===== src/sv/blls_pkg.sv =====
`timescale 1ns / 1ps

package blls_pkg;

  // Coordinate width and the width of the signed decision term.
  localparam int COORD_BITS = 12;
  localparam int ERR_BITS   = COORD_BITS + 2;

  // Command codes.
  localparam logic CMD_LOAD = 1'b0;
  localparam logic CMD_STEP = 1'b1;

  typedef logic [COORD_BITS-1:0]  coord_t;
  typedef logic signed [ERR_BITS-1:0] err_t;

  // Everything that describes the line in progress.
  typedef struct packed {
    coord_t cur_x;
    coord_t cur_y;
    coord_t stop_x;
    coord_t stop_y;
    err_t   err;
    coord_t delta_major;
    coord_t delta_minor;
    logic   steep;
    logic   minor_down;
    logic   active;
  } line_state_t;

endpackage


===== src/sv/blls_setup.sv =====
`timescale 1ns / 1ps

// Builds the line state for a load: axis spans, major axis, endpoint order,
// minor direction and the initial decision term.
module blls_setup import blls_pkg::*; (
  input  coord_t      start_x,
  input  coord_t      start_y,
  input  coord_t      end_x,
  input  coord_t      end_y,
  output line_state_t setup_st
);

  coord_t dx;
  coord_t dy;
  logic   steep;
  logic   swap;
  coord_t dmaj;
  coord_t dmin;
  coord_t c_x;
  coord_t c_y;
  coord_t s_x;
  coord_t s_y;

  always_comb begin
    dx    = (start_x > end_x) ? start_x - end_x : end_x - start_x;
    dy    = (start_y > end_y) ? start_y - end_y : end_y - start_y;
    steep = dy > dx;
    dmaj  = steep ? dy : dx;
    dmin  = steep ? dx : dy;
    swap  = steep ? (end_y < start_y) : (end_x < start_x);
    c_x   = swap ? end_x : start_x;
    c_y   = swap ? end_y : start_y;
    s_x   = swap ? start_x : end_x;
    s_y   = swap ? start_y : end_y;

    setup_st.cur_x       = c_x;
    setup_st.cur_y       = c_y;
    setup_st.stop_x      = s_x;
    setup_st.stop_y      = s_y;
    setup_st.delta_major = dmaj;
    setup_st.delta_minor = dmin;
    setup_st.steep       = steep;
    setup_st.minor_down  = steep ? (s_x < c_x) : (s_y < c_y);
    setup_st.err         = err_t'({1'b0, dmin, 1'b0}) - err_t'({2'b00, dmaj});
    setup_st.active      = dmaj != '0;
  end

endmodule


===== src/sv/blls_step.sv =====
`timescale 1ns / 1ps

// One step along the major axis, with the minor axis following when the
// decision term is not negative.
module blls_step import blls_pkg::*; (
  input  line_state_t cur_st,
  output line_state_t step_st
);

  coord_t major;
  coord_t minor;
  coord_t major_inc;
  coord_t minor_mov;
  coord_t major_stop;
  err_t   two_min;
  err_t   two_maj;

  always_comb begin
    major      = cur_st.steep ? cur_st.cur_y : cur_st.cur_x;
    minor      = cur_st.steep ? cur_st.cur_x : cur_st.cur_y;
    major_stop = cur_st.steep ? cur_st.stop_y : cur_st.stop_x;
    major_inc  = major + coord_t'(1);
    minor_mov  = minor;
    two_min    = err_t'({1'b0, cur_st.delta_minor, 1'b0});
    two_maj    = err_t'({1'b0, cur_st.delta_major, 1'b0});

    step_st = cur_st;
    if (cur_st.err[ERR_BITS-1]) begin
      step_st.err = cur_st.err + two_min;
    end else begin
      minor_mov   = cur_st.minor_down ? minor - coord_t'(1) : minor + coord_t'(1);
      step_st.err = cur_st.err + two_min - two_maj;
    end
    step_st.cur_x  = cur_st.steep ? minor_mov : major_inc;
    step_st.cur_y  = cur_st.steep ? major_inc : minor_mov;
    step_st.active = major_inc != major_stop;
  end

endmodule


===== src/sv/bresenham_line_stepper.sv =====
`timescale 1ns / 1ps

// Bresenham line stepper. A load transfer (cmd = 0) takes two endpoints,
// picks the major axis, orders the endpoints along it and returns the first
// pixel in that order; each step transfer (cmd = 1) returns the next pixel of
// the line, with out_last marking the final one. A step with no line in
// progress returns a result with out_pixel_valid low and all other fields
// zero. A load abandons any line in progress. The block takes one transfer
// per clock cycle, unless the result side stalls it, and returns one result
// per transfer via the input register and the result register; the pixel
// state loop (one add and one compare on the decision term) is not pipelined.
module bresenham_line_stepper import blls_pkg::*; (
  input  logic   clk,
  input  logic   rst_n,
  input  logic   in_valid,
  output logic   in_ready,
  input  logic   in_cmd,
  input  coord_t in_start_x,
  input  coord_t in_start_y,
  input  coord_t in_end_x,
  input  coord_t in_end_y,
  output logic   out_valid,
  input  logic   out_ready,
  output coord_t out_pixel_x,
  output coord_t out_pixel_y,
  output logic   out_pixel_valid,
  output logic   out_last
);

  // Input register.
  logic   stg_vld_r;
  logic   stg_cmd_r;
  coord_t stg_sx_r;
  coord_t stg_sy_r;
  coord_t stg_ex_r;
  coord_t stg_ey_r;

  // Line state and result register.
  line_state_t st_r;
  line_state_t st_nxt;
  logic        out_vld_r;
  coord_t      px_r;
  coord_t      py_r;
  logic        pv_r;
  logic        last_r;
  coord_t      px_nxt;
  coord_t      py_nxt;
  logic        pv_nxt;
  logic        last_nxt;

  line_state_t setup_st;
  line_state_t step_st;
  logic        advance;

  blls_setup u_setup (
    .start_x  (stg_sx_r),
    .start_y  (stg_sy_r),
    .end_x    (stg_ex_r),
    .end_y    (stg_ey_r),
    .setup_st (setup_st)
  );

  blls_step u_step (
    .cur_st  (st_r),
    .step_st (step_st)
  );

  // The staged item moves into the result register when that register is
  // empty or its content is taken in this same cycle.
  assign advance  = stg_vld_r && (!out_vld_r || out_ready);
  assign in_ready = !stg_vld_r || advance;

  always_comb begin
    st_nxt   = st_r;
    px_nxt   = '0;
    py_nxt   = '0;
    pv_nxt   = 1'b0;
    last_nxt = 1'b0;
    if (stg_cmd_r == CMD_LOAD) begin
      st_nxt   = setup_st;
      px_nxt   = setup_st.cur_x;
      py_nxt   = setup_st.cur_y;
      pv_nxt   = 1'b1;
      last_nxt = !setup_st.active;
    end else if (st_r.active) begin
      st_nxt   = step_st;
      px_nxt   = step_st.cur_x;
      py_nxt   = step_st.cur_y;
      pv_nxt   = 1'b1;
      last_nxt = !step_st.active;
    end
  end

  always_ff @(posedge clk) begin
    if (!rst_n) begin
      stg_vld_r <= 1'b0;
    end else if (in_ready) begin
      stg_vld_r <= in_valid;
    end
  end

  always_ff @(posedge clk) begin
    if (in_valid && in_ready) begin
      stg_cmd_r <= in_cmd;
      stg_sx_r  <= in_start_x;
      stg_sy_r  <= in_start_y;
      stg_ex_r  <= in_end_x;
      stg_ey_r  <= in_end_y;
    end
  end

  always_ff @(posedge clk) begin
    if (!rst_n) begin
      st_r      <= '0;
      out_vld_r <= 1'b0;
    end else begin
      if (advance) begin
        st_r <= st_nxt;
      end
      if (advance) begin
        out_vld_r <= 1'b1;
      end else if (out_ready) begin
        out_vld_r <= 1'b0;
      end
    end
  end

  always_ff @(posedge clk) begin
    if (advance) begin
      px_r   <= px_nxt;
      py_r   <= py_nxt;
      pv_r   <= pv_nxt;
      last_r <= last_nxt;
    end
  end

  assign out_valid       = out_vld_r;
  assign out_pixel_x     = px_r;
  assign out_pixel_y     = py_r;
  assign out_pixel_valid = pv_r;
  assign out_last        = last_r;

  // A held result was produced from the line state now in place: a
  // non-final pixel means pixels remain, a final pixel means none do.
  a_active_after_pixel: assert property (@(posedge clk) disable iff (!rst_n)
    (out_vld_r && pv_r && !last_r) |-> st_r.active)
    else $error("line not active after a non-final pixel");

  a_idle_after_last: assert property (@(posedge clk) disable iff (!rst_n)
    (out_vld_r && last_r) |-> !st_r.active)
    else $error("line still active after its final pixel");

  // An empty result register never holds back the input side.
  a_ready_when_empty: assert property (@(posedge clk) disable iff (!rst_n)
    !out_vld_r |-> in_ready)
    else $error("input stalled with an empty result register");

  // The last flag only rides on a real pixel.
  a_last_is_pixel: assert property (@(posedge clk) disable iff (!rst_n)
    (out_vld_r && last_r) |-> pv_r)
    else $error("last flag on an invalid pixel");

endmodule

===== config.mk =====
export PLATFORM = sky130hd
export DESIGN_NAME = bresenham_line_stepper
export DESIGN_NICKNAME = d
export VERILOG_FILES = /design/src/sv/blls_pkg.sv /design/src/sv/blls_setup.sv /design/src/sv/blls_step.sv /design/src/sv/bresenham_line_stepper.sv
export SDC_FILE = /design/constraint.sdc
export NUM_CORES = 1
export LEC_CHECK = 0
export BUFFER_PORTS_ARGS = -buffer_cell sky130_fd_sc_hd__buf_2
export CORE_MARGIN = 2
export CORE_UTILIZATION = 49
export CTS_CLUSTER_DIAMETER = 30
export CTS_CLUSTER_SIZE = 30
export DETAILED_ROUTE_END_ITERATION = 7
export PLACE_DENSITY = 0.72
export SYNTH_ARGS = -nofsm -noshare
export SYNTH_HDL_FRONTEND = slang
export SYNTH_SLANG_ARGS = --single-unit

===== constraint.sdc =====
create_clock -name clk -period 19.2 [get_ports clk]
set_clock_uncertainty 0.2 [all_clocks]
set_input_delay 1.92 -clock clk [delete_from_list [all_inputs] [get_ports clk]]
set_output_delay 1.92 -clock clk [all_outputs]
set_load 0.01 [all_outputs]

==> results.md <==
- Post-CTS Hold Buffers: 0
- Clk slew on worst S/H paths: 0.07 ns
- Final Critical Period: 8.27 ns
- P per Cell Area: 119 nW/um^2
- PostCTS Resize Cnt: 0
- Reg2reg start: stg_ex_r[5]
- Fin nets: 1778
- Register area share after synthesis: 31.2%
- VDD IR max: 0.0726 mV
- Mapped Area: 13000 sq um
- DR vias/cell: 6.13
- CTS buffer count: 17
- Critical Path End Type: flip-flop
- Vias: 12000
- Required @ worst endpoint: 19.31 ns
- Die X: 167 um
- 1st-pass router iterations: 6
- Asr flop ratio synth: 0%
- CTS tree: yes
- Top cell family by delay on the critical path: compound AO/OA/AOI/OAI gates
- Drt wl/cell: 19.6 um
- Most common cell after layout, fill and taps aside: nor2_1
- Total core area: 26100 sq um
- Net Count, Synth: 1752
- Largest net degree at the start of global routing: 83
- DRC: 0
- Slew HR: 23.0%
- CTS root buf: clkbuf_16
- Post-synthesis cell type count: 83
- Hold Path End: st_r[20]
- Initial Util: 49.9%
- CTS Buffer Depth: 2
- Most common flop cell mapped by yosys: dfxtp_1
- Initial antenna violation count: 4
- Crit path max fanout: 21
- Peak Freq: 0.121 GHz
- Worst hold start: st_r[20]
- Hold Crit Depth: 2
- Tightest Pin Transition: 1.15 ns
- R2r endpoint: st_r[39]
- Vias in the first global route: 11200
- Layout cell share with drive strength beyond 1: 11.0%
- Worst R2R Path Depth: 27
- Pre-CTS setup slack: 11.12 ns
- Grt total ovfl: 0
- Die footprint: 27900 sq um
- WS Path Type: flip-flop to flip-flop
- Critical Path Start Type: flip-flop
- Pins Over Slew Limit: 0
- Gr usage total: 27.0%
- Final setup viols: 0
- N_diodes: 0
- Final worst-path setup slack: 10.93 ns
- Io pins: 81
- Outcome: finished, final reports clean
- H-tree depth: 4
- First-pass GRT wire length: 60100 um
- Pleak: 5.91 nW
- # fillers: 2410
- DRT iter0 DRCs: 1126
- IO buf count: 80
- Worst Path Buf+Inv: 1
- Mapped Cells: 1585
- Most frequent cells in the layout: 181 x nor2_1, 142 x nand2_1, 132 x a21oi_1, 106 x ha_1, 101 x inv_1
- FP Rows: 59
- Maxcap violations: 0
- Routed WL: 38300 um
- Average size of a mapped cell: 8.21 sq um
- Reg-to-reg slack, setup: 10.93 ns
- Slowest CP cell: o21a_1
- Worst hold path class: flip-flop to flip-flop
- Setup TNS: 0 ns
- Setup Buffers After CTS: 0
- Post-synth EDFFs: 75
- Final GP Congestion: 0.947
- Latest clock arrival within the worst-skew pair: 0.44 ns
- Worst EP arrival: 8.38 ns
- Final HPWL DP: 28400 um
- CTS Sinks: 165
- Top post-synthesis cells by area: edfxtp_1 17%, dfxtp_1 14%, ha_1 10%, nor2_1 5.3%, a21oi_1 5.1%
- Area Growth Syn to Fin: 9.23%
- Synth Register Bits: 165
- Crit-path max cell delay: 0.78 ns
- Post-synth top area share: 17.3%
- Antenna Nets Post-Route: 0
- Yosys warnings: 0
- Die height: 167 um
- Leading area contributor after synthesis: edfxtp_1
- Fin crit share: 43.1%
- Final Hold Vio Count: 0
- RSZ-0062 raised after global routing: false
flip-flops by register name, indices dropped and copies added, names as in the netlist:
signal	cells
out_pixel_x	12
st_r	88
stg_cmd_r	1
out_pixel_y	12
out_pixel_valid	1
stg_sx_r	12
stg_vld_r	1
stg_sy_r	12
stg_ex_r	12
out_valid	1
out_last	1
stg_ey_r	12
cells in the mapped netlist, types with 14 or more instances:
master    instances
nand2_1         142
ha_1            106
mux2i_1          36
a21o_1           14
a21oi_1         133
xor2_1           40
buf_1            21
nor2b_1          17
clkbuf_1         51
nand4_1          17
nor3_1           44
edfxtp_1         75
a31oi_1          14
o22ai_1          21
inv_1           101
nand3_1          46
xnor2_1          49
a211oi_1         24
o21ai_0          97
and3_1           18
mux2_2           20
a311oi_1         23
dfxtp_1          90
nor2_1          182
routing by layer:
layer	part of all wire (%)	wire, um	track usage [%]
met3	9.3	3570	4.44
met1	44	16700	38.1
met4	2.8	1060	8.96
met5	0.034	13	0
met2	44	17000	42.2
worst register-to-register path: cells and delay by family (launching register included):
kind                     cells  cell delay, ns
flip-flops                   1            0.46
XOR/XNOR                     1            0.20
AND/OR/NAND/NOR              8            2.09
buffers and inverters        1            0.09
AO/OA/AOI/OAI               12            2.92
multiplexers                 2            1.01
adder cells (fa/ha/maj)      3            1.15
through the flow:
stage	instance area (sq um)	hold WS [ns]	total power, W	cells	utilization [%]
final	14200	0.258	0.00169	1959	54.5
after global routing	14200	0.283	0.00180	1959	54.5
after CTS	14200	0.259	0.00168	1959	54.5
after detailed placement	13600	0.249	0.00132	1927	52.2
after global placement	13600	0.248	0.00131	1927	52.2
after floorplan	13000	0.236	0.00110	1585	-
power by group:
| part | internal [W] | leakage (nW) | total (W) | switching [W] |
|---|---|---|---|---|
| Clock | 0.000187 | 0.294 | 0.000360 | 0.000173 |
| Combinational | 0.000339 | 4.16 | 0.000908 | 0.000569 |
| Sequential | 0.000399 | 1.46 | 0.000424 | 0.0000252 |
cell type report:
| cell class | instances | area, sq um | share of cell area, % |
|---|---|---|---|
| inverter | 107 | 402 | 2.83 |
| multi-input combinational | 1229 | 8240 | 58.0 |
| tap | 335 | 419 | 2.95 |
| clock inverter | 15 | 189 | 1.33 |
| clock buffer | 17 | 425 | 2.99 |
| sequential | 165 | 4060 | 28.5 |
| timing repair buffer | 91 | 483 | 3.40 |
kinds of logic (layout without fill, tap and decap cells):
kind of cell	after synthesis	count (layout)	synth area share [%]
mux	57	57	4.67
fa+ha+maj	114	114	11.4
xor+xnor	92	92	6.41
flops	165	165	31.2
buf+inv	191	230	5.80
compound gates	440	440	22.0
simple gates	526	526	18.6
worst max path at each step:
| stage | cells past startpoint | end | slack (ns) | startpoint |
|---|---|---|---|---|
| final | 27 | st_r[39] | 10.93 | stg_ex_r[5] |
| after global routing | 28 | st_r[39] | 10.39 | stg_sx_r[9] |
| after CTS | 27 | st_r[39] | 11.07 | stg_ex_r[5] |
| after detailed placement | 27 | st_r[39] | 11.12 | stg_ex_r[5] |
| after global placement | 27 | st_r[39] | 11.34 | stg_ex_r[5] |
| after floorplan | 32 | st_r[39] | 11.93 | stg_ex_r[7] |
No activity file was read; power rests on OpenSTA's default activity.
